**config.mk**
```make
export PLATFORM = sky130hd
export DESIGN_NAME = bppe_queue
export DESIGN_NICKNAME = d
export VERILOG_FILES = /design/src/design/bppe_pkg.sv /design/src/design/bppe_queue.sv
export SDC_FILE = /design/constraint.sdc
export NUM_CORES = 1
export LEC_CHECK = 0
export ABC_CLOCK_PERIOD_IN_PS = 6900
export BUFFER_PORTS_ARGS = -buffer_cell sky130_fd_sc_hd__buf_2
export CELL_PAD_IN_SITES_DETAIL_PLACEMENT = 2
export CELL_PAD_IN_SITES_GLOBAL_PLACEMENT = 2
export CORE_MARGIN = 3
export CORE_UTILIZATION = 41
export DETAILED_ROUTE_END_ITERATION = 6
export PLACE_DENSITY = 0.8
export SLEW_MARGIN = 20
export SYNTH_ARGS = -nofsm -noshare
export SYNTH_HDL_FRONTEND = slang
export SYNTH_SLANG_ARGS = --single-unit
```
**constraint.sdc**
```tcl
create_clock -name clk_i -period 6.9 [get_ports clk_i]
set_clock_uncertainty 0.1 [all_clocks]
set_input_delay 1.035 -clock clk_i [delete_from_list [all_inputs] [get_ports clk_i]]
set_output_delay 1.035 -clock clk_i [all_outputs]
set_load 0.01 [all_outputs]
```
**src/design/bppe_pkg.sv**
```systemverilog
// Package: shared types and constants of the beat phase pulse envelope.
package bppe_pkg;

  localparam int unsigned TempoW = 24;
  localparam int unsigned RateW  = 20;
  localparam int unsigned FrameW = 32;
  localparam int unsigned WinW   = 40;
  localparam int unsigned DvdW   = 40;

  localparam logic [TempoW-1:0] TempoReset = 24'd30720;
  localparam logic [RateW-1:0]  RateReset  = 20'd48000;
  // seconds per minute times the Q8 scale of the tempo
  localparam logic [DvdW-1:0]   BeatScale  = 40'd15360;
  localparam logic [7:0]        LevelMax   = 8'd255;

  // register indexes
  localparam logic [1:0] CfgTempo    = 2'd0;
  localparam logic [1:0] CfgRate     = 2'd1;
  localparam logic [1:0] CfgDownbeat = 2'd2;

  typedef enum logic [2:0] {
    DerIdle = 3'b001,
    DerDivA = 3'b010,
    DerDivB = 3'b100
  } bppe_der_state_e;

  // classified item between front and back
  typedef struct packed {
    logic [FrameW-1:0] since;
    logic              pv;
    logic              ok;
  } bppe_item_t;

  // derived timing handed to front and back
  typedef struct packed {
    logic              busy;
    logic [FrameW-1:0] fpb;
    logic [FrameW-1:0] downbeat;
    logic [WinW-1:0]   window;
    logic [WinW-2:0]   half;
  } bppe_cfg_t;

endpackage

```
**src/design/bppe_queue.sv**
```systemverilog
// Module: two-word queue between front and back.
module bppe_queue (
  input  logic                 clk_i,
  input  logic                 rst_ni,
  input  logic                 push_i,
  input  bppe_pkg::bppe_item_t item_i,
  output logic                 space_o,
  input  logic                 pop_i,
  output logic                 valid_o,
  output bppe_pkg::bppe_item_t item_o
);

  bppe_pkg::bppe_item_t mem_q [2];
  logic                 wr_q, rd_q;
  logic [1:0]           cnt_q;
  logic                 do_pop;

  assign valid_o = cnt_q != 2'd0;
  assign do_pop  = pop_i && valid_o;
  assign space_o = cnt_q != 2'd2;
  assign item_o  = mem_q[rd_q];

  // advance pointers and count
  always_ff @(posedge clk_i or negedge rst_ni) begin
    if (!rst_ni) begin
      wr_q  <= 1'b0;
      rd_q  <= 1'b0;
      cnt_q <= '0;
    end else begin
      if (push_i) wr_q <= !wr_q;
      if (do_pop) rd_q <= !rd_q;
      cnt_q <= cnt_q + 2'(push_i) - 2'(do_pop);
    end
  end

  always_ff @(posedge clk_i) begin
    if (push_i) mem_q[wr_q] <= item_i;
  end

endmodule

```
# ---- Word level (Yosys, flattened, before mapping)
# Memory sizes are Yosys's and may differ from the RTL's.
# Cells that the tools add are included.
dict set report totals {
  memories 1
  ram_bits 68
  in_bits 38
  reg_bits 4
  word_cells 13
}
# memory depth word_bits rd rd_clocked_by_memory_dff write_ports line
set mem_list {}
lappend mem_list {mem_q 2 34 1 0 1 bppe_queue.sv:13} ;# bppe_pkg::bppe_item_t mem_q [2];
dict set report classes {
  add_sub_neg 2
  eq_ne 1
  reduce_logical 4
  n_mux 2
}
# operator count
set op_table {}
lappend op_table {{$add A2 B1 Y2} 1}
lappend op_table {{$logic_not A1 Y1} 2}
lappend op_table {{$mux W1} 2}
lappend op_table {{$ne A2 B2 Y1 const B} 1}
lappend op_table {{$reduce_bool A2 Y1} 1}
lappend op_table {{$sub A2 B1 Y2} 1}
lappend op_table {{$logic_and A1 B1 Y1} 1}

# ---- Logic depth before layout (Yosys ltp)
dict set report logic_depth {
  depth_word 3
  ltp_mapped 6
  ltp_nobuf 6
}

# ---- Worst setup path after synthesis
# No wires, ideal clock.
dict set report synth_path {
  path_type {in2reg}
  from {input push_i}
  to {memory mem_q[0][0] (netlist name) (enable)}
  setup_ns 0.429
  required_ns 6.371
  slack_ns 3.803
  path_buffers 0
  arrival_time_ns 2.568
  path_stages 1
  cell_sequence {nor2b_1}
}
dict set report synth_between {
  elab_chain_len 2
}
# item line
set synth_lines {}
lappend synth_lines {{from (decl)} bppe_queue.sv:5} ;# input logic push_i,
lappend synth_lines {{$mux W1} bppe_queue.sv:37} ;# if (push_i) mem_q[wr_q] <= item_i;
lappend synth_lines {{$mux W1 (implied by the code)} bppe_queue.sv:37}
lappend synth_lines {{to (decl)} bppe_queue.sv:13}
# Every way passes these cells.

==> impl_metrics.py <==
metrics = {
    "status": {
        "status": "completed",
    },
    "synthesis": {
        "yosysWarningCount": 0,
        "synth_top_family_by_area": "multiplexers",
        "synthTopCellsByArea": "edfxtp_1 73%, mux2_4 16%, dfrtp_1 3.6%, buf_12 2.1%, mux2_2 2.0%",
        "yosysTopAreaCellShare": 0.729,
        "syn_area_sq_um": 2800,
        "ys_ff_latch": 72,
        "synthSimpleGateAreaFrac": 0.00804,
        "muxShareOfSynthArea": 0.175,
        "synthXorXnorAreaFrac": 0.0125,
        "synth_compound_area_frac": 0.00268,
        "synth_fa_ha_area_frac": 0.00893,
        "synth_area_per_cell_sq_um": 22.8,
        "synthCells": 123,
        "synth_fp_nets": 163,
        "ys_types": 15,
        "ys_seq_area_frac": 0.764,
        "yosysTopAreaCell": "edfxtp_1",
    },
    "clocking": {
        "clk_latency_ps": 340,
        "clk_path_buf_depth": 2,
        "htree_num_levels": 3,
        "path_clk_slew_ps": 80,
        "holdBufCountCts": 0,
        "cts_made_buffers": 9,
        "postCtsSetupBuffers": 0,
        "cts_num_sinks": 72,
        "cts-root-buf": "clkbuf_8",
        "post_cts_resized": 0,
        "cts_tree": "built",
    },
    "place": {
        "port_buffers": 73,
        "dp_worst_setup_slack_ps": 4090,
        "place_congestion": 0.669,
        "hpwl_mm": 3.57,
        "place_inst": 269,
    },
    "floorplanning": {
        "initial_core_util": 0.432,
        "fp.dieW_um": 88.7,
        "core_sq_um": 6490,
        "rows": 29,
        "die_h_um": 88.7,
        "ios": 74,
        "die_area_sq_um": 7860,
    },
    "setup_path": {
        "crit_path_start_kind": "register",
        "criticalPathCategory": "reg -> out",
        "critPathCaptureType": "output pin",
        "cp.required_ps": 5760,
        "path_max_fanout": 35,
        "cp.arrival_ps": 2000,
    },
    "sta": {
        "finalCritPeriodShare": 0.454,
        "tns_ps": 0,
        "setup_viol": 0,
        "slew_violations": 0,
        "setup_ws_ps": 3770,
        "relSlewSlack": 0.276,
        "holdWs_ps": 392,
        "hold_violations": 0,
        "rsz0062_at_grt": "false",
        "worstMarginPinSlew_ps": 1090,
        "max_freq_ghz": 0.319,
        "finalCriticalPeriod_ps": 3130,
    },
    "min_path": {
        "hold_path.class": "in -> async",
    },
    "global_route": {
        "gr-total-overflow": 0,
        "antenna_found_initial": 0,
        "grt_pass1_vias": 1600,
        "grt_max_degree": 36,
        "grt_first_pass_wirelength_mm": 8.71,
        "grt_usage": 0.155,
    },
    "layout": {
        "drive_above_1_share": 0.611,
        "area_growth_pct": 24.4,
        "nFillCells": 573,
        "seq_area_sq_um": 2140,
        "final_cells": 285,
        "multi_input_area_sq_um": 591,
        "diodes": 0,
        "fin_nets": 244,
    },
    "power_and_ir_drop": {
        "seqPwrFrac": 0.443,
        "leakage_nw": 1.42,
        "combPwrFrac": 0.274,
        "clockPowerShare": 0.282,
        "switching_share": 0.275,
        "power.switching_uw": 417,
        "p_int_mw": 1.10,
        "peakVddDrop_mv": 0.221,
        "power_density_nw_per_um2": 434,
    },
    "detailed_routing": {
        "dr.pass1.iters": 3,
        "ant_nets": 0,
        "first_iter_violations": 45,
        "vias_per_cell": 4.86,
        "dr_total_vias": 1385,
        "drc": 0,
        "wirelength_mm": 5.67,
        "routedWlPerCell_um": 19.9,
    },
    "job": {
        "cap_violations": 0,
    },
}
## routing by layer
layer  share of wire  wire, um  GRT usage
met3           0.072       406     0.0624
met2            0.52      2960      0.262
met1            0.39      2210      0.178
met5               0         0          0
met4           0.016        89     0.0549
## kinds of logic (layout without fill, tap and decap cells)
| family | Yosys count | after routing |
|---|---|---|
| flip-flops | 72 | 72 |
| multiplexers | 34 | 34 |
| buffers and inverters | 6 | 91 |
| XOR/XNOR | 4 | 4 |
| AND/OR/NAND/NOR | 4 | 4 |
| adder cells (fa/ha/maj) | 2 | 2 |
| AO/OA/AOI/OAI | 1 | 1 |
## Yosys cell counts
cell type / n
nand2_1: 1
o21a_1: 1
mux2_2: 5
inv_1: 2
mux2_4: 29
ha_1: 2
nor2b_1: 1
buf_6: 1
xnor2_1: 2
or2_2: 1
and2_1: 1
buf_12: 3
xor2_1: 2
dfrtp_1: 4
edfxtp_1: 68
## final timing paths
check | startpoint | endpoint | slack (ps) | depth (start not counted)
worst max-delay path | rd_q | item_o[1] | 3770 | 2
worst max register to register | cnt_q[1] | cnt_q[1] | 5200 | 6
worst min register to register | wr_q | wr_q | 490 | 1
min in group clk_i | wr_q | wr_q | 490 | 1
worst min-delay path | rst_ni | cnt_q[1] | 390 | 1
max in group asynchronous | rst_ni | rd_q | 6160 | 1
## worst max-delay path, cell delays in order, from the launching register on
cell and delay [ps]:
dfrtp_2 1090, mux2_2 430, buf_2 140
## area by class of cell
class	count	share of cell area
Sequential cell	72	0.615
Tap cell	77	0.0276
Inverter	2	0.00215
Clock inverter	6	0.0380
Multi-Input combinational cell	45	0.169
Clock buffer	9	0.0355
Timing Repair Buffer	74	0.113
## state kept, by name, summed over array words and instances (netlist names)
name and flops:
mem_q 68, cnt_q 2, rd_q 1, wr_q 1
## power by group through the flow
| stage | Sequential [mW] | Clock (mW) | Combinational (mW) |
|---|---|---|---|
| 2_1_floorplan | 0.614 | 0 | 0.354 |
| 3_3_place_gp | 0.669 | 0 | 0.394 |
| 3_5_place_dp | 0.680 | 0 | 0.411 |
| 4_1_cts | 0.675 | 0.436 | 0.416 |
| 5_1_grt | 0.683 | 0.455 | 0.451 |
| 6_report | 0.670 | 0.427 | 0.415 |
## stage by stage
| step | utilization | power, mW | area, sq um |
|---|---|---|---|
| 3_3_place_gp | 0.493 | 1.06 | 3200 |
| 2_1_floorplan | - | 0.967 | 2800 |
| 3_5_place_dp | 0.493 | 1.09 | 3200 |
| 5_1_grt | 0.537 | 1.59 | 3490 |
| 6_report | 0.537 | 1.51 | 3490 |
| 4_1_cts | 0.533 | 1.53 | 3460 |
## cell usage in the layout, fill, tap and decap left out
cell type and count:
mux2_2 5, ha_1 2, and2_2 1, bufinv_16 4, nand2_1 1, dfrtp_2 1, xor2_1 2, dfrtp_1 3
xnor2_1 2, inv_1 2, clkinvlp_4 1, clkbuf_8 9, buf_16 1, or2_2 1, nor2b_4 1, buf_2 73
o21a_1 1, clkinv_2 1, edfxtp_1 68, mux2_4 29
Note: power is estimated with default switching activity, not from simulation.
