File: src/design/bppe_pkg.sv
// Package: shared types and constants of the beat phase pulse envelope.
package bppe_pkg;

  localparam int unsigned TempoW = 24;
  localparam int unsigned RateW  = 20;
  localparam int unsigned FrameW = 32;
  localparam int unsigned WinW   = 40;
  localparam int unsigned DvdW   = 40;

  localparam logic [TempoW-1:0] TempoReset = 24'd30720;
  localparam logic [RateW-1:0]  RateReset  = 20'd48000;
  // seconds per minute times the Q8 scale of the tempo
  localparam logic [DvdW-1:0]   BeatScale  = 40'd15360;
  localparam logic [7:0]        LevelMax   = 8'd255;

  // register indexes
  localparam logic [1:0] CfgTempo    = 2'd0;
  localparam logic [1:0] CfgRate     = 2'd1;
  localparam logic [1:0] CfgDownbeat = 2'd2;

  typedef enum logic [2:0] {
    DerIdle = 3'b001,
    DerDivA = 3'b010,
    DerDivB = 3'b100
  } bppe_der_state_e;

  // classified item between front and back
  typedef struct packed {
    logic [FrameW-1:0] since;
    logic              pv;
    logic              ok;
  } bppe_item_t;

  // derived timing handed to front and back
  typedef struct packed {
    logic              busy;
    logic [FrameW-1:0] fpb;
    logic [FrameW-1:0] downbeat;
    logic [WinW-1:0]   window;
    logic [WinW-2:0]   half;
  } bppe_cfg_t;

endpackage

File: src/design/bppe_in_if.sv
// Interface: input channel carrying one song frame word.
interface bppe_in_if;
  logic        valid;
  logic        ready;
  logic [31:0] frame_position;
  modport source (output valid, output frame_position, input ready);
  modport sink (input valid, input frame_position, output ready);
endinterface

File: src/design/bppe_front.sv
// Module: front stage that takes frame words and classifies them against the downbeat.
module bppe_front (
  input  logic                 clk_i,
  input  logic                 rst_ni,
  bppe_in_if.sink              in_s,
  input  bppe_pkg::bppe_cfg_t  cfg_i,
  input  logic                 space_i,
  output logic                 push_o,
  output bppe_pkg::bppe_item_t item_o
);

  logic                 valid_q;
  bppe_pkg::bppe_item_t item_q;
  bppe_pkg::bppe_item_t item_d;
  logic                 take;

  assign push_o     = valid_q && space_i;
  assign in_s.ready = !cfg_i.busy && (!valid_q || space_i);
  assign take       = in_s.valid && in_s.ready;
  assign item_o     = item_q;

  // classify the incoming frame
  always_comb begin
    item_d.ok    = cfg_i.fpb != '0;
    item_d.pv    = item_d.ok && (in_s.frame_position >= cfg_i.downbeat);
    item_d.since = item_d.pv ? in_s.frame_position - cfg_i.downbeat : '0;
  end

  always_ff @(posedge clk_i or negedge rst_ni) begin
    if (!rst_ni) begin
      valid_q <= 1'b0;
    end else if (take) begin
      valid_q <= 1'b1;
    end else if (push_o) begin
      valid_q <= 1'b0;
    end
  end

  always_ff @(posedge clk_i) begin
    if (take) begin
      item_q <= item_d;
    end
  end

endmodule

File: src/flat_wrapper.sv
// flat-port wrapper written by rule: the top's interface ports become plain ports
module bppe_front_flat 
  (clk_i, rst_ni, cfg_i, space_i, push_o, item_o, in_s_valid, in_s_frame_position, in_s_ready);
  bppe_in_if in_s_i ();
  input  logic clk_i;
  input  logic rst_ni;
  input  bppe_pkg::bppe_cfg_t cfg_i;
  input  logic space_i;
  output logic push_o;
  output bppe_pkg::bppe_item_t item_o;
  input wire logic [$bits(in_s_i.valid)-1:0] in_s_valid;
  input wire logic [$bits(in_s_i.frame_position)-1:0] in_s_frame_position;
  output wire logic [$bits(in_s_i.ready)-1:0] in_s_ready;
  assign in_s_i.valid = in_s_valid;
  assign in_s_i.frame_position = in_s_frame_position;
  assign in_s_ready = in_s_i.ready;
  bppe_front u_core (.clk_i(clk_i), .rst_ni(rst_ni), .in_s(in_s_i), .cfg_i(cfg_i), .space_i(space_i), .push_o(push_o), .item_o(item_o));
endmodule
File: config.mk
export PLATFORM = sky130hd
export DESIGN_NAME = bppe_front_flat
export DESIGN_NICKNAME = d
export VERILOG_FILES = /design/src/design/bppe_pkg.sv /design/src/design/bppe_in_if.sv /design/src/design/bppe_front.sv /design/src/flat_wrapper.sv
export SDC_FILE = /design/constraint.sdc
export NUM_CORES = 1
export LEC_CHECK = 0
export ABC_AREA = 1
export BUFFER_PORTS_ARGS = -buffer_cell sky130_fd_sc_hd__buf_2
export CAP_MARGIN = 20
export CORE_ASPECT_RATIO = 2
export CORE_MARGIN = 3
export CORE_UTILIZATION = 33
export CTS_CLUSTER_SIZE = 16
export DETAILED_ROUTE_END_ITERATION = 7
export PLACE_DENSITY_LB_ADDON = 0.08
export SLEW_MARGIN = 20
export SYNTH_ARGS = -nofsm -noshare
export SYNTH_HDL_FRONTEND = slang
export SYNTH_SLANG_ARGS = --single-unit
File: constraint.sdc
create_clock -name clk_i -period 3.5 [get_ports clk_i]
set_input_delay 0.7 -clock clk_i [delete_from_list [all_inputs] [get_ports clk_i]]
set_output_delay 0.7 -clock clk_i [all_outputs]
set_load 0.005 [all_outputs]
---- Yosys cells after proc, flatten, opt, wreduce, memory -nomap -nowiden ----
Cells that the tools add are included.
Widths: inputs -> output; s select.
word-level totals
  bits in registers ....................... 35
  input bits .............................. 180
cells by class
  add/sub/neg operators ................... 1
  magnitude comparators ................... 1
  mux-type cells .......................... 2
  reduce and logical (&&, ||, !) cells .... 9
operators by type and width
  cell                count
  $ge 32x32->1        1
  $reduce_bool 32->1  1
  $sub 32x32->32      1
  $logic_and 1x1->1   4
  $logic_not 1->1     2
  $mux 1              2
  $reduce_bool 2->1   1
  $logic_or 1x1->1    1

---- Longest topological paths before layout ----
  depth after elaboration ................. 5
  mapped depth ............................ 16
  mapped depth without buffers ............ 16

---- Least setup slack after synthesis ----
Ideal clock, no wire load.
  kind .................................... input port to flip-flop
  start ................................... input port cfg_i[143] (netlist name)
  end ..................................... register u_core.item_q, in the netlist u_core.item_o[0] (enable)
  library setup time ...................... 0.468 ns
  data arrival time ....................... 3.116 ns
  data required time ...................... 3.032 ns
  path slack .............................. -0.084 ns
  stages on the path ...................... 1
  path buffers ............................ 0
  path through ............................ nor3_1
on the way
  word-level cells in the longest chain between the ends .. 3
RTL lines
  what                    RTL line           text
  start: declaration      flat_wrapper.sv:7  input bppe_pkg::bppe_cfg_t cfg_i;
  $logic_not 1->1         bppe_front.sv:18   assign in_s.ready = !cfg_i.busy && (!valid_q || space_i);
  $logic_and 1x1->1       bppe_front.sv:18
  $logic_and 1x1->1       bppe_front.sv:19   assign take = in_s.valid && in_s.ready;
  end signal: assignment  bppe_front.sv:41   item_q <= item_d;
  end: declaration        bppe_front.sv:13   bppe_pkg::bppe_item_t item_q;
Every way passes these cells.
A chain may end at the register's enable or synchronous reset.

---- Final worst setup path ----
  start ................................... input port in_s_frame_position[17]
  end ..................................... register u_core.item_q, in the netlist u_core.item_o[21] (data pin)
on the way
  word-level cells in the longest chain between the ends .. 2
RTL lines
  what                RTL line            text
  start: declaration  flat_wrapper.sv:12  input wire logic [$bits(in_s_i.frame_position)-1:0] in_s_frame_position;
  $ge 32x32->1        bppe_front.sv:25    item_d.pv = item_d.ok && (in_s.frame_position >= cfg_i.downbeat);
  $logic_and 1x1->1   bppe_front.sv:25
Several ways; a longest one is shown, not always the timed one.

==> out/metrics.csv <==
stage,metric,value,unit
outcome,run status,"finished, final reports clean",
global_route,first-pass GRT wire length,20500,microns
power,P_int,1.09,mW
placed_design,HPWL reported at the end of detailed placement,11500,microns
power,relative contribution of sequential cells to total power,30.2,%
logic_synthesis,most common flop cell mapped by yosys,sky130_fd_sc_hd__edfxtp_1,
floorplan,area of the core,12600,sq um
timing,unrepaired setup endpoints after global routing,false,
logic_synthesis,post-synthesis net count,926,
timing,Highest Clock Rate,402,MHz
logic_synthesis,"Warnings, synthesis",0,
logic_synthesis,number of standard cells after synthesis,713,
logic_synthesis,top cell type by total area after synthesis,sky130_fd_sc_hd__edfxtp_1,
timing,transition time at the pin with the least slew margin,431,ps
floorplan,number of rows created at floorplan,58,
cts,count of instances resized after the clock tree is built,0,
floorplan,Die H,167,microns
power,LEAKAGE,3.27,nW
power,sw frac,35.3,%
floorplan,top-level port count,216,
worst_setup_path,startpoint type of the worst setup path,input port,
global_route,maximum number of pins on one net before global-route repair,35,
timing,count of endpoints failing hold in the final timing report,0,
power,Net Switching,594,uW
finish,number of nets in the final layout,1068,
global_route,GRT overflow,0,
cts,clock insertion delay at the later pin of the skew report,280,ps
power,overall power after layout,1.68,mW
finish,layout overhead on the synthesized area,24.3,%
cts,clock tree from TritonCTS,yes,
finish,fill cell total of the finished layout,1445,
worst_setup_path,"setup slack, reg-to-reg",2130,ps
global_route,Overall Global Routing Usage,18.2,%
cts,cts bufs inserted,5,
finish,count of antenna diodes in the layout,0,
cts,buffers inserted during post-CTS setup optimization,0,
power,fraction of power consumed by the clock network,29.8,%
logic_synthesis,top post-synthesis cells by area,"sky130_fd_sc_hd__edfxtp_1 (24%), sky130_fd_sc_hd__nand2_1 (22%), sky130_fd_sc_hd__inv_1 (17%)",
worst_setup_path,arrival time worst endpoint,2510,ps
cts,CTS H-tree depth,2,
worst_setup_path,CP endpoint kind,register,
logic_synthesis,sequential cell area fraction in the yosys report,24.5,%
worst_setup_path,largest fanout on the critical path,22,
logic_synthesis,Yosys top cell area share,23.9,%
power,Cell Pwr Density,316,nW/um^2
logic_synthesis,number of unique standard cell types used by synthesis,33,
timing,relative slew slack,71.3,%
worst_setup_path,critical setup path kind,in -> reg,
timing,Max Clock Skew,3.90,ps
logic_synthesis,Post-synth EDFFs,34,
timing,final setup fails,0,
finish,area used by sequential logic in the layout,1050,sq um
routing,DRT Pass-1 Iters,4,
finish,area taken by multi-input logic gates,2480,sq um
cts,sink count of the clock tree,35,
finish,fraction of layout instances using a drive strength above 1,21.6,%
timing,sum of negative setup slack,0,ps
timing,fin crit share,71.0,%
logic_synthesis,Post-Synthesis Cell Area,4280,sq um
placed_design,number of buffers added on ports,136,
flow_run,max-capacitance violation count,0,
floorplan,area of the die,14400,sq um
routing,average detailed-routed wire length per instance,12.8,microns
power,relative contribution of combinational cells to total power,40.0,%
routing,per-cell via count in the routed design,4.38,
routing,Post-Route WL,12800,microns
routing,# DRC,0,
timing,final period demand of the worst path,2480,ps
cts,Clock transition at path regs,50,ps
worst_setup_path,required time at the endpoint of the critical path,3530,ps
placed_design,weighted congestion at the end of routability-driven global placement,0.934,
logic_synthesis,register bit count reported by yosys,35,
timing,post-route worst hold slack,182,ps
power,peak ir drop on the vdd network,340,uV
floorplan,Horiz. Die Dim,86.5,microns
logic_synthesis,average cell area after synthesis,6.00,sq um
global_route,number of global-route vias before repair,4370,
routing,via count,4402,
timing,Max Slew Vio Count,0,
logic_synthesis,proportion of register bits with asynchronous set or reset after synthesis,2.86,%
hold_path,worst hold path class,in -> async,
cts,quantity of hold-fixing buffers added after cts,0,
cts,number of buffers between clock root and the deepest sink,2,
global_route,number of antenna violations at the first check in global routing,0,
routing,number of routed nets with antenna violations,0,
cts,cell at the root of the clock tree,sky130_fd_sc_hd__clkbuf_16,
routing,violation count after the first detailed-routing iteration,130,
floorplan,initial core utilization,33.9,%
per-layer routing:
layer | wire, microns | GRT usage, % | vias to the layer above
li1 | - | - | 2391
met1 | 4510 | 17.9 | 1877
met2 | 7350 | 36.4 | 115
met3 | 506 | 1.39 | 19
met4 | 461 | 8.14 | 0
met5 | 0 | 0 | -
Yosys cell counts, types with 3 or more instances:
master                     instances
sky130_fd_sc_hd__ha_1             32
sky130_fd_sc_hd__nor3_1            3
sky130_fd_sc_hd__a21oi_1          17
sky130_fd_sc_hd__nand2_1         249
sky130_fd_sc_hd__nor2_4           13
sky130_fd_sc_hd__inv_2             4
sky130_fd_sc_hd__nor2_1           83
sky130_fd_sc_hd__o21bai_1          3
sky130_fd_sc_hd__nand2_2          12
sky130_fd_sc_hd__edfxtp_1         34
sky130_fd_sc_hd__nand4_1           8
sky130_fd_sc_hd__nand3_2           3
sky130_fd_sc_hd__inv_1           188
sky130_fd_sc_hd__nand3_1          28
sky130_fd_sc_hd__xor2_1           14
final timing paths:
kind | startpoint | endpoint | cells after the start
worst max register to register | u_core.valid_q | u_core.item_o[3] | 4
max in group asynchronous | rst_ni | u_core.valid_q | 1
worst max-delay path | in_s_frame_position[17] | u_core.item_o[21] | 13
worst min register to register | u_core.valid_q | u_core.valid_q | 2
worst min-delay path | rst_ni | u_core.valid_q | 1
min in group clk_i | u_core.valid_q | u_core.valid_q | 2
cells by family (layout without fill, tap and decap cells):
| group | Yosys count | after routing | synth area share, % |
|---|---|---|---|
| simple gates | 408 | 408 | 41.4 |
| compound gates | 26 | 26 | 3.42 |
| flops | 35 | 35 | 24.5 |
| xor+xnor | 15 | 15 | 3.07 |
| fa+ha+maj | 33 | 33 | 9.83 |
| buf+inv | 196 | 339 | 17.8 |
power by group through the flow:
stage	Combinational, mW	Sequential (mW)	Clock [mW]
2_1_floorplan	0.456	0.521	0
3_3_place_gp	0.674	0.516	0
3_5_place_dp	0.680	0.517	0
4_1_cts	0.684	0.509	0.511
5_1_grt	0.772	0.510	0.525
6_report	0.672	0.508	0.501
cell usage in the layout (no fill, tap or decap), types with 4 or more instances in the layout:
cell type | Yosys | final
sky130_fd_sc_hd__a21oi_1 | 17 | 17
sky130_fd_sc_hd__buf_2 | 1 | 136
sky130_fd_sc_hd__clkbuf_16 | 0 | 5
sky130_fd_sc_hd__edfxtp_1 | 34 | 34
sky130_fd_sc_hd__ha_1 | 32 | 32
sky130_fd_sc_hd__inv_1 | 188 | 188
sky130_fd_sc_hd__inv_2 | 4 | 4
sky130_fd_sc_hd__nand2_1 | 249 | 249
sky130_fd_sc_hd__nand2_2 | 12 | 12
sky130_fd_sc_hd__nand3_1 | 28 | 28
sky130_fd_sc_hd__nand4_1 | 8 | 8
sky130_fd_sc_hd__nor2_1 | 83 | 83
sky130_fd_sc_hd__nor2_4 | 13 | 13
sky130_fd_sc_hd__xor2_1 | 14 | 14
per-stage QoR:
step                      utilization, %  instance area [sq um]  setup WS (ps)  cells
after floorplan                        -                   4280            957    713
after global placement              40.8                   5150            678    998
after detailed placement            40.8                   5150            683    998
after CTS                           42.1                   5320            976   1006
after global routing                42.1                   5320            810   1006
final                               42.1                   5320           1020   1006
flip-flops by register name, summed over array words and instances, names as in the netlist:
| name | cells |
|---|---|
| u_core.item_o | 34 |
| u_core.valid_q | 1 |
worst max-delay path: stages:
cell	delay (ps)
sky130_fd_sc_hd__buf_2	100
sky130_fd_sc_hd__ha_1	370
sky130_fd_sc_hd__nand2_1	100
sky130_fd_sc_hd__nand2_1	100
sky130_fd_sc_hd__nand2_1	80
sky130_fd_sc_hd__nand2_1	90
sky130_fd_sc_hd__a21oi_2	190
sky130_fd_sc_hd__nor2_1	70
sky130_fd_sc_hd__nor2_1	180
sky130_fd_sc_hd__nand2_2	80
sky130_fd_sc_hd__nand2_2	150
sky130_fd_sc_hd__buf_12	230
sky130_fd_sc_hd__nor2_1	70
cell type report:
type | instances | area share [%]
inverter | 193 | 13.6
clock buffer | 5 | 2.35
tap | 150 | 3.53
clock inverter | 3 | 0.824
timing repair buffer | 138 | 13.3
sequential | 35 | 19.7
multi-input combinational | 482 | 46.7
Power figures use the tool's default switching activity.
