## config.mk

```make
export PLATFORM = sky130hd
export DESIGN_NAME = bppe_derive
export DESIGN_NICKNAME = d
export VERILOG_FILES = /design/src/design/bppe_pkg.sv /design/src/design/bppe_derive.sv
export SDC_FILE = /design/constraint.sdc
export NUM_CORES = 1
export LEC_CHECK = 0
export ABC_AREA = 1
export BUFFER_PORTS_ARGS = -buffer_cell sky130_fd_sc_hd__buf_2
export CAP_MARGIN = 40
export CORE_MARGIN = 4
export CORE_UTILIZATION = 30
export DETAILED_ROUTE_END_ITERATION = 16
export PLACE_DENSITY = 0.55
export SYNTH_ARGS = -nofsm -noshare
export SYNTH_HDL_FRONTEND = slang
export SYNTH_SLANG_ARGS = --single-unit
```

## constraint.sdc

```tcl
create_clock -name clk_i -period 6.1 [get_ports clk_i]
set_clock_uncertainty 0.2 [all_clocks]
set_input_delay 1.83 -clock clk_i [delete_from_list [all_inputs] [get_ports clk_i]]
set_output_delay 1.83 -clock clk_i [all_outputs]
set_load 0.02 [all_outputs]
```

## src/design/bppe_pkg.sv

```systemverilog
// Package: shared types and constants of the beat phase pulse envelope.
package bppe_pkg;

  localparam int unsigned TempoW = 24;
  localparam int unsigned RateW  = 20;
  localparam int unsigned FrameW = 32;
  localparam int unsigned WinW   = 40;
  localparam int unsigned DvdW   = 40;

  localparam logic [TempoW-1:0] TempoReset = 24'd30720;
  localparam logic [RateW-1:0]  RateReset  = 20'd48000;
  // seconds per minute times the Q8 scale of the tempo
  localparam logic [DvdW-1:0]   BeatScale  = 40'd15360;
  localparam logic [7:0]        LevelMax   = 8'd255;

  // register indexes
  localparam logic [1:0] CfgTempo    = 2'd0;
  localparam logic [1:0] CfgRate     = 2'd1;
  localparam logic [1:0] CfgDownbeat = 2'd2;

  typedef enum logic [2:0] {
    DerIdle = 3'b001,
    DerDivA = 3'b010,
    DerDivB = 3'b100
  } bppe_der_state_e;

  // classified item between front and back
  typedef struct packed {
    logic [FrameW-1:0] since;
    logic              pv;
    logic              ok;
  } bppe_item_t;

  // derived timing handed to front and back
  typedef struct packed {
    logic              busy;
    logic [FrameW-1:0] fpb;
    logic [FrameW-1:0] downbeat;
    logic [WinW-1:0]   window;
    logic [WinW-2:0]   half;
  } bppe_cfg_t;

endpackage

```

## src/design/bppe_derive.sv

```systemverilog
// Module: configuration registers, serial beat length divider and window digit divider.
module bppe_derive #(
  parameter logic [7:0] PulseNum = 8'd1,
  parameter logic [8:0] PulseDen = 9'd4
) (
  input  logic                clk_i,
  input  logic                rst_ni,
  input  logic                cfg_we_i,
  input  logic [1:0]          cfg_idx_i,
  input  logic [31:0]         cfg_data_i,
  output bppe_pkg::bppe_cfg_t cfg_o
);

  localparam int unsigned DvdW     = bppe_pkg::DvdW;
  localparam int unsigned DigN     = DvdW / 8;
  localparam int unsigned DenShift = 25;
  // reciprocal of the window denominator, exact for 16-bit partial dividends
  localparam logic [25:0] DenRecip =
    26'(((64'd1 << DenShift) + 64'(PulseDen) - 64'd1) / 64'(PulseDen));

  logic [bppe_pkg::TempoW-1:0] tempo_q;
  logic [bppe_pkg::RateW-1:0]  rate_q;
  logic [31:0]                 downbeat_q;
  logic                        pend_q;
  bppe_pkg::bppe_der_state_e   state_q;
  logic [DvdW-1:0]             dvd_q;
  logic [bppe_pkg::TempoW-1:0] dvs_q;
  logic [bppe_pkg::TempoW:0]   rem_q;
  logic [5:0]                  cnt_q;
  logic [31:0]                 fpb_q;
  logic [bppe_pkg::WinW-1:0]   window_q;
  logic [bppe_pkg::WinW-2:0]   half_q;

  logic [bppe_pkg::TempoW:0] rs, rem_n;
  logic                      ge;
  logic [DvdW-1:0]           dvd_n, num;
  logic [31:0]               fpb_n;
  logic                      last_it;
  logic [15:0]               dg_p;
  logic [41:0]               dg_prod;
  logic [7:0]                dg_q;
  logic [8:0]                dg_r;
  logic [DvdW-1:0]           dg_dvd;

  // one restoring step per cycle
  always_comb begin
    rs      = {rem_q[bppe_pkg::TempoW-1:0], dvd_q[DvdW-1]};
    ge      = rs >= {1'b0, dvs_q};
    rem_n   = ge ? rs - {1'b0, dvs_q} : rs;
    dvd_n   = {dvd_q[DvdW-2:0], ge};
    last_it = cnt_q == 6'(DvdW - 1);
    num     = DvdW'(rate_q) * bppe_pkg::BeatScale + DvdW'(tempo_q >> 1);
    if (tempo_q == '0 || rate_q == '0 || dvd_n == '0 || dvd_n[DvdW-1:32] != '0) begin
      fpb_n = '0;
    end else begin
      fpb_n = dvd_n[31:0];
    end
  end

  // one byte digit of the window per cycle by reciprocal multiplication
  always_comb begin
    dg_p    = {rem_q[7:0], dvd_q[DvdW-1 -: 8]};
    dg_prod = 42'(dg_p) * 42'(DenRecip);
    dg_q    = dg_prod[DenShift +: 8];
    dg_r    = 9'(dg_p - 16'(dg_q) * 16'(PulseDen));
    dg_dvd  = {dvd_q[DvdW-9:0], dg_q};
  end

  // hold registers, sequence the two divisions
  always_ff @(posedge clk_i or negedge rst_ni) begin
    if (!rst_ni) begin
      tempo_q    <= bppe_pkg::TempoReset;
      rate_q     <= bppe_pkg::RateReset;
      downbeat_q <= '0;
      pend_q     <= 1'b1;
      state_q    <= bppe_pkg::DerIdle;
      dvd_q      <= '0;
      dvs_q      <= '0;
      rem_q      <= '0;
      cnt_q      <= '0;
      fpb_q      <= '0;
      window_q   <= '0;
      half_q     <= '0;
    end else begin
      if (cfg_we_i) begin
        case (cfg_idx_i)
          bppe_pkg::CfgTempo: begin
            tempo_q <= cfg_data_i[bppe_pkg::TempoW-1:0];
            pend_q  <= 1'b1;
          end
          bppe_pkg::CfgRate: begin
            rate_q <= cfg_data_i[bppe_pkg::RateW-1:0];
            pend_q <= 1'b1;
          end
          bppe_pkg::CfgDownbeat: begin
            downbeat_q <= cfg_data_i;
            pend_q     <= 1'b1;
          end
          default: ;
        endcase
      end
      case (state_q)
        bppe_pkg::DerIdle: begin
          if (pend_q && !cfg_we_i) begin
            pend_q  <= 1'b0;
            dvd_q   <= num;
            dvs_q   <= tempo_q;
            rem_q   <= '0;
            cnt_q   <= '0;
            state_q <= bppe_pkg::DerDivA;
          end
        end
        bppe_pkg::DerDivA: begin
          rem_q <= rem_n;
          dvd_q <= dvd_n;
          cnt_q <= cnt_q + 6'd1;
          if (last_it) begin
            fpb_q   <= fpb_n;
            dvd_q   <= DvdW'(fpb_n) * DvdW'(PulseNum);
            rem_q   <= '0;
            cnt_q   <= '0;
            state_q <= bppe_pkg::DerDivB;
          end
        end
        bppe_pkg::DerDivB: begin
          rem_q <= (bppe_pkg::TempoW+1)'(dg_r);
          dvd_q <= dg_dvd;
          cnt_q <= cnt_q + 6'd1;
          if (cnt_q == 6'(DigN - 1)) begin
            window_q <= dg_dvd;
            half_q   <= (bppe_pkg::WinW-1)'((dg_dvd - DvdW'(1)) >> 1);
            state_q  <= bppe_pkg::DerIdle;
          end
        end
        default: state_q <= bppe_pkg::DerIdle;
      endcase
    end
  end

  assign cfg_o.busy     = pend_q || (state_q != bppe_pkg::DerIdle);
  assign cfg_o.fpb      = fpb_q;
  assign cfg_o.downbeat = downbeat_q;
  assign cfg_o.window   = window_q;
  assign cfg_o.half     = half_q;

endmodule

```

# Word level (Yosys, flattened, before mapping)
# Index checks and enable logic that the tools add are counted.
word_totals:
  regBits: 285
  inputBits: 37
op_classes:
  addsub: 5
  n_mul: 1
  magnitude_cmp: 1
  eq_ne: 11
  n_mux: 19
  n_reduce_logical: 21
ops:
  columns: ["operator", "count"]
  rows:
  - ["one-hot mux 40 bit (3 select lines)", 1]
  - ["two-way mux 40 bit", 2]
  - ["two-way mux 24 bit", 3]
  - ["one-hot mux 24 bit (3 select lines)", 1]
  - ["logical NOT 40 bit", 1]
  - ["subtractor 40 x 1 -> 40 bit (second input constant)", 1]
  - ["adder 34 x 23 -> 35 bit", 1]
  - ["two-way mux 32 bit", 1]
  - ["greater-or-equal comparator 25 x 24 -> 1 bit", 1]
  - ["logical NOT 24 bit", 1]
  - ["multiplier 20 x 4 -> 24 bit (second input constant)", 1]
  - ["subtractor 24 bit", 1]
  - ["logical NOT 20 bit", 1]
  - ["one-hot mux 6 bit (3 select lines)", 1]
  - ["AND reduction 2 bit", 7]
  - ["two-way mux 6 bit", 2]
  - ["two-way mux 3 bit", 3]
  - ["one-hot mux 3 bit (3 select lines)", 1]
  - ["subtractor 9 bit", 1]
  - ["nonzero test 8 bit", 1]
  - ["adder 6 x 1 -> 6 bit (second input constant)", 1]
  - ["equality test 6 x 3 -> 1 bit (second input constant)", 1]
  - ["equality test 6 bit (second input constant)", 1]
  - ["!= test 2 bit (second input constant)", 3]
  - ["14 further kinds", 20]

# Longest topological paths before layout
# Gate-level depths: netlist of run 1.
logic_depth:
  word_depth: 7
  ltp_mapped: 28

# Worst setup path after synthesis of run 1
# OpenSTA, ideal clock, no wires.
synth_timing:
  path_kind: "register to register"
  start: "reg rate_q[7] (netlist name)"
  end: "reg dvd_q[33]"
  arrival_ns: 4.091
  slack_ns: 1.681
  path_stages_with_launch: 26
  path_buffers: 0
  synth_period_minus_slack_ns: 4.419
  cell_sequence: "dfstp_2 inv_1 fa_1 fa_1 inv_1 ha_1 nand2_2 nor2_1 inv_1 nor2_1 a21oi_1 xnor2_1 ha_1 nand2_1 nor2_1 nand4_1 o21ai_0 inv_1 nor2_1 nand2_1 nor2_1 nand2_1 nand2_1 nand2_1 nand2_1 a21oi_1"
synth_between:
  elab_chain_cells: 4
synth_rtl:
  columns: ["element", "line", "rtl"]
  rows:
  - ["start, declared", "bppe_derive.sv:22", "logic [bppe_pkg::RateW-1:0] rate_q;"]
  - ["start signal, assigned", "bppe_derive.sv:73", "rate_q <= bppe_pkg::RateReset;"]
  - ["start signal, assigned", "bppe_derive.sv:92", "rate_q <= cfg_data_i[bppe_pkg::RateW-1:0];"]
  - ["multiplier 20 x 4 -> 24 bit", "bppe_derive.sv:52", "num = DvdW'(rate_q) * bppe_pkg::BeatScale + DvdW'(tempo_q >> 1);"]
  - ["adder 34 x 23 -> 35 bit", "bppe_derive.sv:52", null]
  - ["two-way mux 40 bit", "bppe_derive.sv:104", "if (pend_q && !cfg_we_i) begin"]
  - ["one-hot mux 40 bit (3 select lines)", "bppe_derive.sv:102", "case (state_q)"]
  - ["end signal, assigned", "bppe_derive.sv:106", "dvd_q <= num;"]
  - ["end signal, assigned", "bppe_derive.sv:115", "dvd_q <= dvd_n;"]
  - ["end signal, assigned", "bppe_derive.sv:119", "dvd_q <= DvdW'(fpb_n) * DvdW'(PulseNum);"]
  - ["end, declared", "bppe_derive.sv:26", "logic [DvdW-1:0] dvd_q;"]
# Every way passes these cells. The select of a mux whose other input is x is not followed.
# A chain may end at the register's enable or synchronous reset.

# Worst setup path after layout of run 1
# Ends and elaborated chain as after synthesis.

==> results of run 1 <==
## worst min-delay path by stage
stage                             from      endpoint  slack, ps  depth (start not counted)
after global placement    window_q[16]  window_q[16]        250                          2
after floorplan               dvs_q[0]      dvs_q[0]        250                          2
after global routing      window_q[22]  window_q[22]        290                          2
final                     window_q[27]  window_q[27]        270                          2
after detailed placement  window_q[23]  window_q[23]        260                          2
after CTS                 window_q[23]  window_q[23]        270                          2
## logic make-up after synthesis
logic type / count (synthesis) / synth area share [%]
mux: 9 / 0.586
flops: 285 / 41.8
simple gates: 888 / 22.5
compound gates: 436 / 15.0
xor+xnor: 39 / 2.00
buf+inv: 346 / 7.86
fa+ha+maj: 117 / 10.3
## worst max-delay path: stages (launching register included)
cell and delay, ps:
dfstp_2 520, inv_1 130, fa_1 520, fa_1 510, inv_1 40, ha_1 380
nand2_2 110, nor2_1 130, inv_1 80, nor2_1 130, a21oi_1 100, xnor2_1 160
ha_1 350, nand2_1 80, nor2_1 140, nand4_1 80, o21ai_0 280, inv_1 110
nor2_1 120, nand2_1 110, nor2_1 130, nand3_1 90, nand2_1 80, nand2_1 50
a21oi_1 120
## power by group through the flow
| stage | combinational, mW | clock, mW | sequential, mW |
|---|---|---|---|
| after global placement | 6.30 | 0 | 2.71 |
| after detailed placement | 6.36 | 0 | 2.72 |
| final | 6.42 | 2.05 | 2.70 |
| after floorplan | 4.73 | 0 | 2.57 |
| after CTS | 6.40 | 2.10 | 2.69 |
| after global routing | 7.32 | 2.17 | 2.74 |
## final cells by class
cell class,instances,share of cell area [%]
sequential,285,35.9
timing repair buffer,198,5.39
multi-input combinational,1489,43.2
antenna,1,0.0126
tap,756,4.75
clock inverter,9,0.622
clock buffer,49,5.01
inverter,272,5.13
## flip-flops by register name (all words and copies together), names as in the netlist
register,count
dvs_q,24
downbeat_q,32
tempo_q,24
state_q,3
half_q,39
cnt_q,6
rate_q,20
fpb_q,32
rem_q,24
dvd_q,40
pend_q,1
window_q,40
## metal layers
| metal | routed length [um] | GRT usage [%] | up-vias |
|---|---|---|---|
| met1 | 24900 | 24.7 | 7176 |
| met4 | 1390 | 4.91 | 4 |
| met2 | 23300 | 26.9 | 475 |
| li1 | - | - | 7294 |
| met3 | 3450 | 2.93 | 84 |
| met5 | 21 | 0 | - |
## stage by stage
stage,instance area (um2),power [mW],hold slack [ps],std cells
4_1_cts,19900,11.2,271,3058
3_5_place_dp,18800,9.08,256,3000
2_1_floorplan,17100,7.30,248,2120
5_1_grt,19900,12.2,294,3059
3_3_place_gp,18800,9.01,254,2998
6_report,19900,11.2,270,3059
## cell usage after synthesis (3+ instances only)
master | n | area, um2
nor2_2 | 12 | 75.1
o22ai_1 | 4 | 25.0
buf_2 | 23 | 115
nor3_2 | 3 | 30.0
buf_1 | 3 | 11.3
nand2_1 | 527 | 1980
nand3_1 | 101 | 505
a22oi_1 | 9 | 67.6
dfstp_2 | 13 | 342
o221ai_1 | 8 | 70.1
o21a_1 | 4 | 30.0
nand3_2 | 7 | 70.1
o21bai_1 | 7 | 52.6
nand3b_1 | 4 | 30.0
or2_2 | 5 | 31.3
o31ai_1 | 4 | 30.0
nand2_2 | 10 | 62.6
o311ai_1 | 3 | 26.3
o211ai_1 | 22 | 165
inv_1 | 262 | 983
a221oi_1 | 16 | 140
o21ai_0 | 215 | 1080
a22oi_2 | 10 | 125
nor2_1 | 146 | 548
a21boi_0 | 4 | 30.0
a32o_1 | 3 | 30.0
nor4_1 | 9 | 56.3
mux2_2 | 8 | 90.1
ha_1 | 78 | 976
o21ai_1 | 7 | 35.0
a31oi_1 | 8 | 50.1
dfrtp_1 | 272 | 6810
nor3_1 | 27 | 135
xor2_1 | 28 | 245
clkbuf_1 | 45 | 169
a21oi_1 | 101 | 505
fa_1 | 39 | 781
inv_2 | 10 | 37.5
a21o_1 | 5 | 37.5
nand4_1 | 22 | 138
xnor2_1 | 11 | 96.3
==> impl_metrics.yaml, run 1 <==
status:
  status: "completed"
timing:
  final-setup-viol-count: 0
  tightest_slew_ps: 885
  finalCritPeriodShare_pct: 79.3
  setup_ws_ps: 1270
  slew_violations: 0
  max_clock_freq_mhz: 207
  layout_min_cycle_time_ps: 4830
  rsz0062_at_grt: "no"
  finalHoldViolCount: 0
  relSlewSlack_pct: 41.0
  tns_ps: 0
routing:
  wl_um: 53000
  drc: 0
  vias: 15000
  wl_per_cell_um: 17.3
  antenna_left: 0
  drt-vias-per-instance: 4.91
  drt_iter0_markers: 1049
  first_pass_iters: 7
clock_tree:
  cts_root_buffer: "clkbuf_16"
  htreeDepth: 2
  hold_buffers: 0
  clkTransAtPathRegs_ps: 60
  post_cts_buffers: 0
  cts_sinks: 285
  clockBufferDepth: 3
  cts_made_buffers: 34
  cts_resized: 0
  cts_tree: "done"
  insertion_delay_ps: 550
die:
  start_util_pct: 30.3
  die_h_um: 247
  ios: 181
  rows: 87
  die_w_um: 247
  core_um2: 56400
  die_area_um2: 60800
critical_path:
  r2r-end: "dvd_q[33]"
  r2r_cells: 24
  r2r_slack_ps: 1270
  crit_type: "flop to flop"
  timing.rr.start: "rate_q[7]"
  critPathLaunch: "rate_q[7]"
  worstPathArrival_ps: 5100
  critical_path.endpoint: "dvd_q[33]"
  worstPathMaxFanout: 5
  startpoint_type: "flop"
  worstSetupEndpointType: "flop"
  worstPathRequired_ps: 6360
power:
  ir_worst_vdd_mv: 0.267
  pwr-share-clk_pct: 18.3
  switching_power_mw: 5.51
  power.density_nw_per_um2: 560
  p_leak_nw: 10.1
  power_frac_comb_pct: 57.5
  p_sw_share_pct: 49.3
  pwr-share-seq_pct: 24.2
  p_int_mw: 5.66
run:
  maxCapViolations: 0
global_route:
  grt_use_total_pct: 17.3
  grt.overflow.total: 0
  grt_pass1_wl_um: 83700
  grt_pass1_vias: 14700
  antenna_found_initial: 3
  grt_max_degree: 111
synthesis:
  synth_seq_area_share_pct: 41.8
  yosys_warnings: 0
  synth_edf_count: 0
  synth_ff_type: "dfrtp_1"
  async_flop_share_pct: 100
  ys_types: 60
  netlist_area_um2: 17100
  ys_ff_latch: 285
  syn_avg_cell_area_um2: 8.06
  synth.net_count: 2274
  syn_inst: 2120
place:
  place_congestion: 0.870
  post-dp-hpwl_um: 40400
  port_buffers: 180
  dp_slack_ps: 1230
cells_and_area:
  final_core_util_pct: 35.3
  multi_input_area_um2: 8610
  n_fill_cell: 5915
  syn_to_final_growth_pct: 16.6
  layout_commonest_cell: "nand2_1"
  nNetsFinal: 2434
  regArea_um2: 7150
  final_cell_mix: "nand2_1 (527), dfrtp_1 (272), inv_1 (261)"
  drive_gt1_share_pct: 15.0
hold_path:
  hp-class: "flop to flop"
Note: power is estimated with default switching activity, not from simulation.
==> run 2: changes to the inputs <==
--- a/config.mk
+++ b/config.mk
@@ -5,13 +5,13 @@
 export SDC_FILE = /design/constraint.sdc
 export NUM_CORES = 1
 export LEC_CHECK = 0
-export ABC_AREA = 1
+export ABC_AREA = 0
 export BUFFER_PORTS_ARGS = -buffer_cell sky130_fd_sc_hd__buf_2
 export CAP_MARGIN = 40
 export CORE_MARGIN = 4
 export CORE_UTILIZATION = 30
 export DETAILED_ROUTE_END_ITERATION = 16
-export PLACE_DENSITY = 0.55
+export PLACE_DENSITY = 0.57
 export SYNTH_ARGS = -nofsm -noshare
 export SYNTH_HDL_FRONTEND = slang
 export SYNTH_SLANG_ARGS = --single-unit
==> constraint.sdc (replaced) <==
create_clock -name clk_i -period 4.35 [get_ports clk_i]
set_clock_uncertainty 0.2 [all_clocks]
set_input_delay 1.305 -clock clk_i [delete_from_list [all_inputs] [get_ports clk_i]]
set_output_delay 1.305 -clock clk_i [all_outputs]
set_load 0.02 [all_outputs]
==> run 2 against run 1 <==
The flow now finishes with violations (setup timing); critical path depth decreased by 6; clock power increased by 30%; combinational power is 110% higher; total power increased by 79%; non-clock buffer count grew 149; via count down 13%; count of clock-buffer cells in the layout down 5; global-route usage shrank 0.77 points; synthesized area is 5.6% lower; design area is 1.6% higher; cell count fell by 16%.
==> impl_metrics.yaml, run 2 <==
status:
  status: "finished with violations"
  violations: "setup timing"
synthesis:
  syn_inst: 1566
  synth_edf_count: 0
  synth_commonest_cells: "dfrtp_1 (272), nand2_1 (154), o21ai_0 (148)"
  yosys_warnings: 0
  ys_types: 80
  syn_avg_cell_area_um2: 10.3
  yosys.area.top_type: "dfrtp_1"
  synth_seq_area_share_pct: 44.3
  netlist_area_um2: 16100
  synth_ff_type: "dfrtp_1"
  async_flop_share_pct: 100
  netlist.area_leader.share_pct: 42.2
  ys_ff_latch: 285
  post-synth-top-count-cell: "dfrtp_1"
  ys_top_cells_by_area: "dfrtp_1 (42%), mux2_2 (7.9%), ha_1 (6.1%), fa_1 (4.8%), o21ai_0 (4.6%)"
  synth.net_count: 1720
critical_path:
  r2r_cells: 18
  cpPeakStageDelay_ps: 610
  startpoint_type: "flop"
  r2r-end: "dvd_q[26]"
  timing.rr.start: "rate_q[0]"
  slowest_stage: "fa_1"
  r2r_slack_ps: -400
  worstSetupEndpointType: "flop"
  worstPathArrival_ps: 5020
  worstPathRequired_ps: 4610
  path_common_cell: "fa_2"
  cp_cell_sequence: "fa_1 > fa_2 > fa_2 > a211oi_4 > o21ai_2 > a21o_1 > a21oi_2 > xnor2_1 > ha_2 > and3_4 > a21oi_4 > o21ai_4 > o41ai_4 > nand3b_1 > xor2_1 > nor2_1 > a221oi_1 > o21ai_1"
  worstPathMaxFanout: 3
  crit_type: "flop to flop"
global_route:
  antenna_found_initial: 0
  grt_max_degree: 92
  grt_pass1_wl_um: 75900
  grt.overflow.total: 0
  grt_use_total_pct: 16.5
  grt_pass1_vias: 13100
clock_tree:
  cts_made_buffers: 31
  cts_root_buffer: "clkbuf_16"
  clkTransAtPathRegs_ps: 70
  cts_tree: "done"
  insertion_delay_ps: 590
  htreeDepth: 1
  hold_buffers: 0
  cts_sinks: 285
  clockBufferDepth: 3
cells_and_area:
  final_cell_mix: "dfrtp_1 (272), buf_2 (179), buf_4 (159)"
  insertedDiodeCount: 0
  drive_gt1_share_pct: 31.8
  final_core_util_pct: 38.3
  layout_commonest_cell: "dfrtp_1"
  n_fill_cell: 5179
  nNetsFinal: 2014
  syn_to_final_growth_pct: 25.6
  reg_top3: "dvd_q (40), window_q (40), half_q (39)"
run:
  maxCapViolations: 0
timing:
  tns_ps: -4040
  layout_min_cycle_time_ps: 4750
  rsz0062_at_grt: "yes"
  relSlewSlack_pct: 47.7
  setup_ws_ps: -402
  max_clock_freq_mhz: 210
  slew_violations: 0
  final-setup-viol-count: 15
  whs_ps: 285
  finalCritPeriodShare_pct: 109
  tightest_slew_ps: 782
  finalHoldViolCount: 0
die:
  rows: 84
  core_um2: 52900
  die_w_um: 240
  die_h_um: 240
  die_area_um2: 57500
  start_util_pct: 30.5
  ios: 181
power:
  power.density_nw_per_um2: 988
  ir_worst_vdd_mv: 0.941
  power_mw: 20.0
  p_int_mw: 11.3
  pwr-share-seq_pct: 19.0
  switching_power_mw: 8.69
  pwr-share-clk_pct: 13.3
  p_sw_share_pct: 43.4
  p_leak_nw: 9.63
  power_frac_comb_pct: 67.7
place:
  place_congestion: 0.879
  post-dp-hpwl_um: 35700
  port_buffers: 180
routing:
  drt-vias-per-instance: 5.06
  antenna_left: 0
  drt-met1-wl_um: 22900
  highest_layer: "met4"
  wl_um: 48100
  drt_iter0_markers: 1126
  drc: 0
  first_pass_iters: 6
  wl_met3_um: 3190
  route.met2.wl_um: 20800
  vias: 13000
  wl_per_cell_um: 18.7
hold_path:
  hold_depth: 2
  hp-class: "flop to flop"
  worstHoldStart: "half_q[10]"
  min_to: "half_q[10]"
-- run 2: stage by stage --
stage	instance area [um2]	cells	setup WS (ps)
2_1_floorplan	16200	1566	-230
3_3_place_gp	18800	2493	-531
3_5_place_dp	18800	2495	-550
4_1_cts	20000	2564	-328
5_1_grt	20300	2573	-614
6_report	20300	2573	-402
-- run 2: worst max path at each step --
stage | startpoint | endpoint | slack (ps) | cells past startpoint
global route | rate_q[0] | dvd_q[26] | -610 | 18
global placement | rate_q[1] | dvd_q[26] | -530 | 18
detailed placement | rate_q[1] | dvd_q[26] | -550 | 20
finish | rate_q[0] | dvd_q[26] | -400 | 18
CTS | rate_q[0] | dvd_q[34] | -330 | 18
floorplan | rate_q[1] | dvd_q[26] | -230 | 18
-- run 2: power groups by stage --
stage               Clock (mW)  Sequential [mW]  Combinational (mW)
floorplan                    0             3.43                7.27
global placement             0             3.83                11.4
detailed placement           0             3.84                11.6
CTS                       2.74             3.79                12.7
global route              2.86             3.87                14.9
finish                    2.67             3.81                13.5
-- run 2: repair_timing --
item | CTS | global route
pin swaps | 26 | 25
setup buffers | 11 | 9
endpoints found under the setup margin | 15 | 18
resized for setup | 37 | 25
-- run 2: critical path: cells and delay by family, from the launching register on --
family	cells	cell delay, ps
AO/OA/AOI/OAI	9	1510
XOR/XNOR	2	300
adder cells (fa/ha/maj)	4	1800
flip-flops	1	400
AND/OR/NAND/NOR	3	410
-- run 2: final cells by class --
cell class / instances / area [um2] / area share, %
Sequential cell: 285 / 7150 / 35.3
Timing Repair Buffer: 347 / 2240 / 11.1
Clock inverter: 14 / 145 / 0.717
Multi-Input combinational cell: 1089 / 8590 / 42.4
Clock buffer: 44 / 875 / 4.32
Inverter: 106 / 398 / 1.96
Tap cell: 688 / 861 / 4.25
-- run 2: cells by family (layout without fill, tap and decap cells) --
| logic type | after synthesis | in the layout | share of synthesized area (%) |
|---|---|---|---|
| buf+inv | 192 | 511 | 4.58 |
| flops | 285 | 285 | 44.3 |
| compound gates | 400 | 400 | 16.2 |
| mux | 115 | 115 | 8.01 |
| xor+xnor | 89 | 89 | 4.83 |
| simple gates | 368 | 368 | 11.2 |
| fa+ha+maj | 117 | 117 | 10.9 |
-- run 2: per-layer routing --
metal | vias up | track usage [%]
met2 | 370 | 25.5
met4 | 0 | 3.57
li1 | 6159 | -
met5 | - | 0
met1 | 6409 | 24.1
met3 | 75 | 3.36
